<file path="src/ratn_pkg.sv">
// Shared control type for the rational_normalize pipeline.
package ratn_pkg;

	// Control that travels with each transaction through the pipe.
	typedef struct packed {
		logic valid;
		logic neg;
		logic zero_den;
		logic zero_num;
	} ratn_ctl_t;

endpackage

</file>
<file path="src/ratn_divstep.sv">
// One restoring-division bit step shared by both quotient pipelines.
module ratn_divstep import ratn_pkg::*; #(
	parameter int W = 32
) (
	input  logic [W-1:0] rem_i,
	input  logic [W-1:0] dvd_i,
	input  logic [W-1:0] dvs_i,
	output logic [W-1:0] rem_o,
	output logic [W-1:0] dvd_o
);
	logic [W:0] trial;

	// shift in next dividend bit, subtract if it fits, quotient bit enters dividend LSB
	always_comb begin
		trial = {rem_i, dvd_i[W-1]} - {1'b0, dvs_i};
		if (!trial[W]) begin
			rem_o = trial[W-1:0];
			dvd_o = {dvd_i[W-2:0], 1'b1};
		end else begin
			rem_o = {rem_i[W-2:0], dvd_i[W-1]};
			dvd_o = {dvd_i[W-2:0], 1'b0};
		end
	end
endmodule

</file>
<file path="config.mk">
export PLATFORM = sky130hd
export DESIGN_NAME = ratn_divstep
export DESIGN_NICKNAME = d
export VERILOG_FILES = /design/src/ratn_pkg.sv /design/src/ratn_divstep.sv
export SDC_FILE = /design/constraint.sdc
export NUM_CORES = 1
export LEC_CHECK = 0
export BUFFER_PORTS_ARGS = -buffer_cell sky130_fd_sc_hd__buf_4
export CORE_MARGIN = 2
export CORE_UTILIZATION = 42
export DETAILED_ROUTE_END_ITERATION = 8
export PLACE_DENSITY_LB_ADDON = 0.08
export RECOVER_POWER = 100
export SYNTH_ARGS = -nofsm -noshare
export SYNTH_HDL_FRONTEND = slang
export SYNTH_SLANG_ARGS = --single-unit
</file>
<file path="constraint.sdc">
create_clock -name vclk -period 3.4
set_input_delay 0.68 -clock vclk [all_inputs]
set_output_delay 0.68 -clock vclk [all_outputs]
set_load 0.01 [all_outputs]
</file>
### Yosys cells after proc, flatten, opt, wreduce, memory -nomap -nowiden

Index checks and enable logic that the tools add are counted.

* add/subtract/negate cells: 1
* multiplexer cells: 2

Operator list (count)
* subtractor 33 x 32 -> 33 bit: 1
* two-way mux 32 bit: 1
* two-way mux 1 bit: 1

* register bits after elaboration: 0
* logic and storage cells: 3

### Longest topological paths before layout

* word-level depth: 2
* gate-level depth with buffers: 13
* gate-level depth less buffers: 12

### Worst setup path before layout

No wires, ideal clock.

* kind: input to output
* from: input port dvs_i[16]
* to: output port rem_o[18]
* data arrival time: 2.964 ns
* data required time: 2.720 ns
* path slack: -0.244 ns
* stages: 12
* path buffers: 2
* path through: inv_1 ha_1 buf_6 a21oi_4 o211ai_1 a221o_1 a211o_1 o21a_1 o211ai_4 inv_2 buf_6 mux2_4

* word-level cells in the longest chain between the ends: 2

RTL lines
* from (decl): line ratn_divstep.sv:7 `input logic [W-1:0] dvs_i,`
* subtractor 33 x 32 -> 33 bit: line ratn_divstep.sv:15 `trial = {rem_i, dvd_i[W-1]} - {1'b0, dvs_i};`
* two-way mux 32 bit: line ratn_divstep.sv:16 `if (!trial[W]) begin`
* to (decl): line ratn_divstep.sv:8 `output logic [W-1:0] rem_o,`

No other way between the ends.

### Final worst setup path

* from: input port rem_i[15]
* to: output port rem_o[19]

* word-level cells in the longest chain between the ends: 2

RTL lines
* from (decl): line ratn_divstep.sv:5 `input logic [W-1:0] rem_i,`
* subtractor 33 x 32 -> 33 bit: line ratn_divstep.sv:15
* two-way mux 32 bit: line ratn_divstep.sv:16

No other way between the ends.

==> flow_summary.yaml <==
outcome:
  status: "finished with violations"
  violations: "setup timing"
worst_setup_path:
  path_class: "in2out"
  worstSetupStartpointType: "primary input"
  cp.required_ns: 2.72
  slowest_delay_ns: 0.37
  critPathArrivalTime_ns: 3.14
  setup.worst_path.start: "rem_i[15]"
  cp-end-kind: "primary output"
  critPathBufInv: 4
  path_cells: "buf_8, ha_4, a21oi_4, o211ai_1, a221o_1, a211o_1, o211ai_1, o211ai_4, inv_4, buf_12, mux2_4, buf_6"
  critPathSlowestCell: "a221o_1"
  crit_cells: 12
  crit_fanout: 7
  crit_family: "compound AO/OA/AOI/OAI gates"
  cpMostUsedCell: "o211ai_1"
floorplan:
  io_pins: 160
  start_util: 0.428
  die-height_um: 84.0
  die_w_um: 84.0
  std_cell_rows: 29
  core-area_sq_um: 6280
  fp.dieArea_sq_um: 7050
global_routing:
  grt_pass1_wl_um: 14200
  grt_pass1_vias: 3181
  grt_max_degree: 10
  antenna_found_initial: 0
  grt.total_usage: 0.233
  gr-total-overflow: 0
sta:
  slew_headroom: 0.688
  rsz0062_at_grt: "yes"
  finalSetupViolCount: 33
  tightest_slew_ns: 0.463
  finalHoldViolCount: 0
  period_needed_ns: 3.82
  setup_ws_ns: -0.417
  drv_slew: 0
  max_freq_mhz: 262
  fin_crit_sh: 1.12
placed_design:
  dp_hpwl_um: 7020
  place_congestion: 0.948
  dp.cells: 617
  place_ws_ns: -0.665
  port_buffers: 98
  dpl-instance-area_sq_um: 4010
power:
  power.density_nw_per_um2: 253
  p_leak_nw: 2.40
  finalPower_mw: 1.16
  peakVddDrop_v: 0.000153
synth:
  yosysTopAreaCell: "ha_1"
  yosys.cell_count.top_type: "nand2_1"
  synth.distinct_cells: 49
  yosys_warnings: 0
  synthCells: 391
  syn_area_sq_um: 2690
  synthTopCellsByCount: "nand2_1, inv_1, a21oi_1, ha_1, buf_4"
  ys_seq_area_frac: 0
  ys_top_cells_by_area: "ha_1, mux2_4, buf_4"
  syn-num-nets: 520
  syn_avg_cell_area_sq_um: 6.87
  yosysTopAreaCellShare: 0.149
clocking:
  hold_buffers: 0
drt:
  routed_wl_um: 9380
  drt_iter0_markers: 237
  drc: 0
  first_pass_iters: 4
  vias: 3350
  via_per_inst: 5.33
  wl_per_cell_um: 14.9
  antenna_left: 0
job:
  maxCapViolCount: 0
finish:
  insertedDiodeCount: 0
  seq_cells: 0
  area_growth_pct: 71.0
  drive_above_1_share: 0.495
  num-nets-final: 683
  design_area_sq_um: 4590
  final_cells: 629
  nClkBuffers: 0
  seq_area_sq_um: 0
min_path:
  hp-class: "in2out"
  hold_depth: 0
  hp-start: "dvd_i[11]"
[path summary, 6_finish.rpt]
| check | endpoint | slack, ns |
|---|---|---|
| setup / recovery | rem_o[19] | -0.42 |
| hold / removal | dvd_o[12] | 1.36 |
[cells in the final DEF, fill, tap and decap left out, types with 5 or more instances in the layout]
cell type and count:
o21bai_1 5, xor2_1 10, nand3_1 9, o21ai_2 7, nand2_4 6, o21ai_0 14, ha_1 25, nand4_1 7
nor2b_1 5, nand2_1 36, o211ai_1 8, o21a_1 6, and3_1 6, a21o_1 15, a21oi_1 29, buf_6 29
buf_4 168, xnor2_1 14, nor2_1 16, ha_4 6, buf_8 5, inv_1 37, mux2_4 18
[power breakdown]
group	total, mW	internal, mW	switching (mW)
Clock	0	0	0
Combinational	1.16	0.650	0.510
Sequential	0	0	0
Total	1.16	0.650	0.510
[kinds of logic after synthesis]
family	count (synthesis)	share of synthesized area
compound gates	120	0.297
simple gates	108	0.193
buf+inv	88	0.175
fa+ha+maj	33	0.156
xor+xnor	24	0.0782
mux	18	0.101
[area by class of cell]
cell class,instances,area (sq um)
inverter,42,175
timing repair buffer,207,1790
multi-input combinational,303,2530
tap,77,96.3
fill,502,1680
[per-stage QoR]
step                hold slack (ns)  utilization  setup TNS (ns)
floorplan                      1.45            -           -3.35
global placement               1.36        0.639          -12.93
detailed placement             1.36        0.639          -15.20
CTS                            1.36        0.686          -11.60
global route                   1.36        0.732          -14.91
finish                         1.36        0.732          -11.87
[layer usage]
metal / share of wire / GRT usage / vias to the layer above / routed length, um
li1: - / - / 1682 / -
met1: 0.43 / 0.322 / 1529 / 4050
met2: 0.50 / 0.408 / 123 / 4650
met3: 0.053 / 0.0148 / 16 / 499
met4: 0.019 / 0.0308 / 0 / 180
met5: 0 / 0 / - / 0
[timing repair]
item / CTS / global route
pin swaps: 16 / 33
resized for setup: 45 / 57
cloned: 2 / 2
buffers inserted: 6 / 3
setup endpoints to repair: 33 / 33
Power figures use the tool's default switching activity.
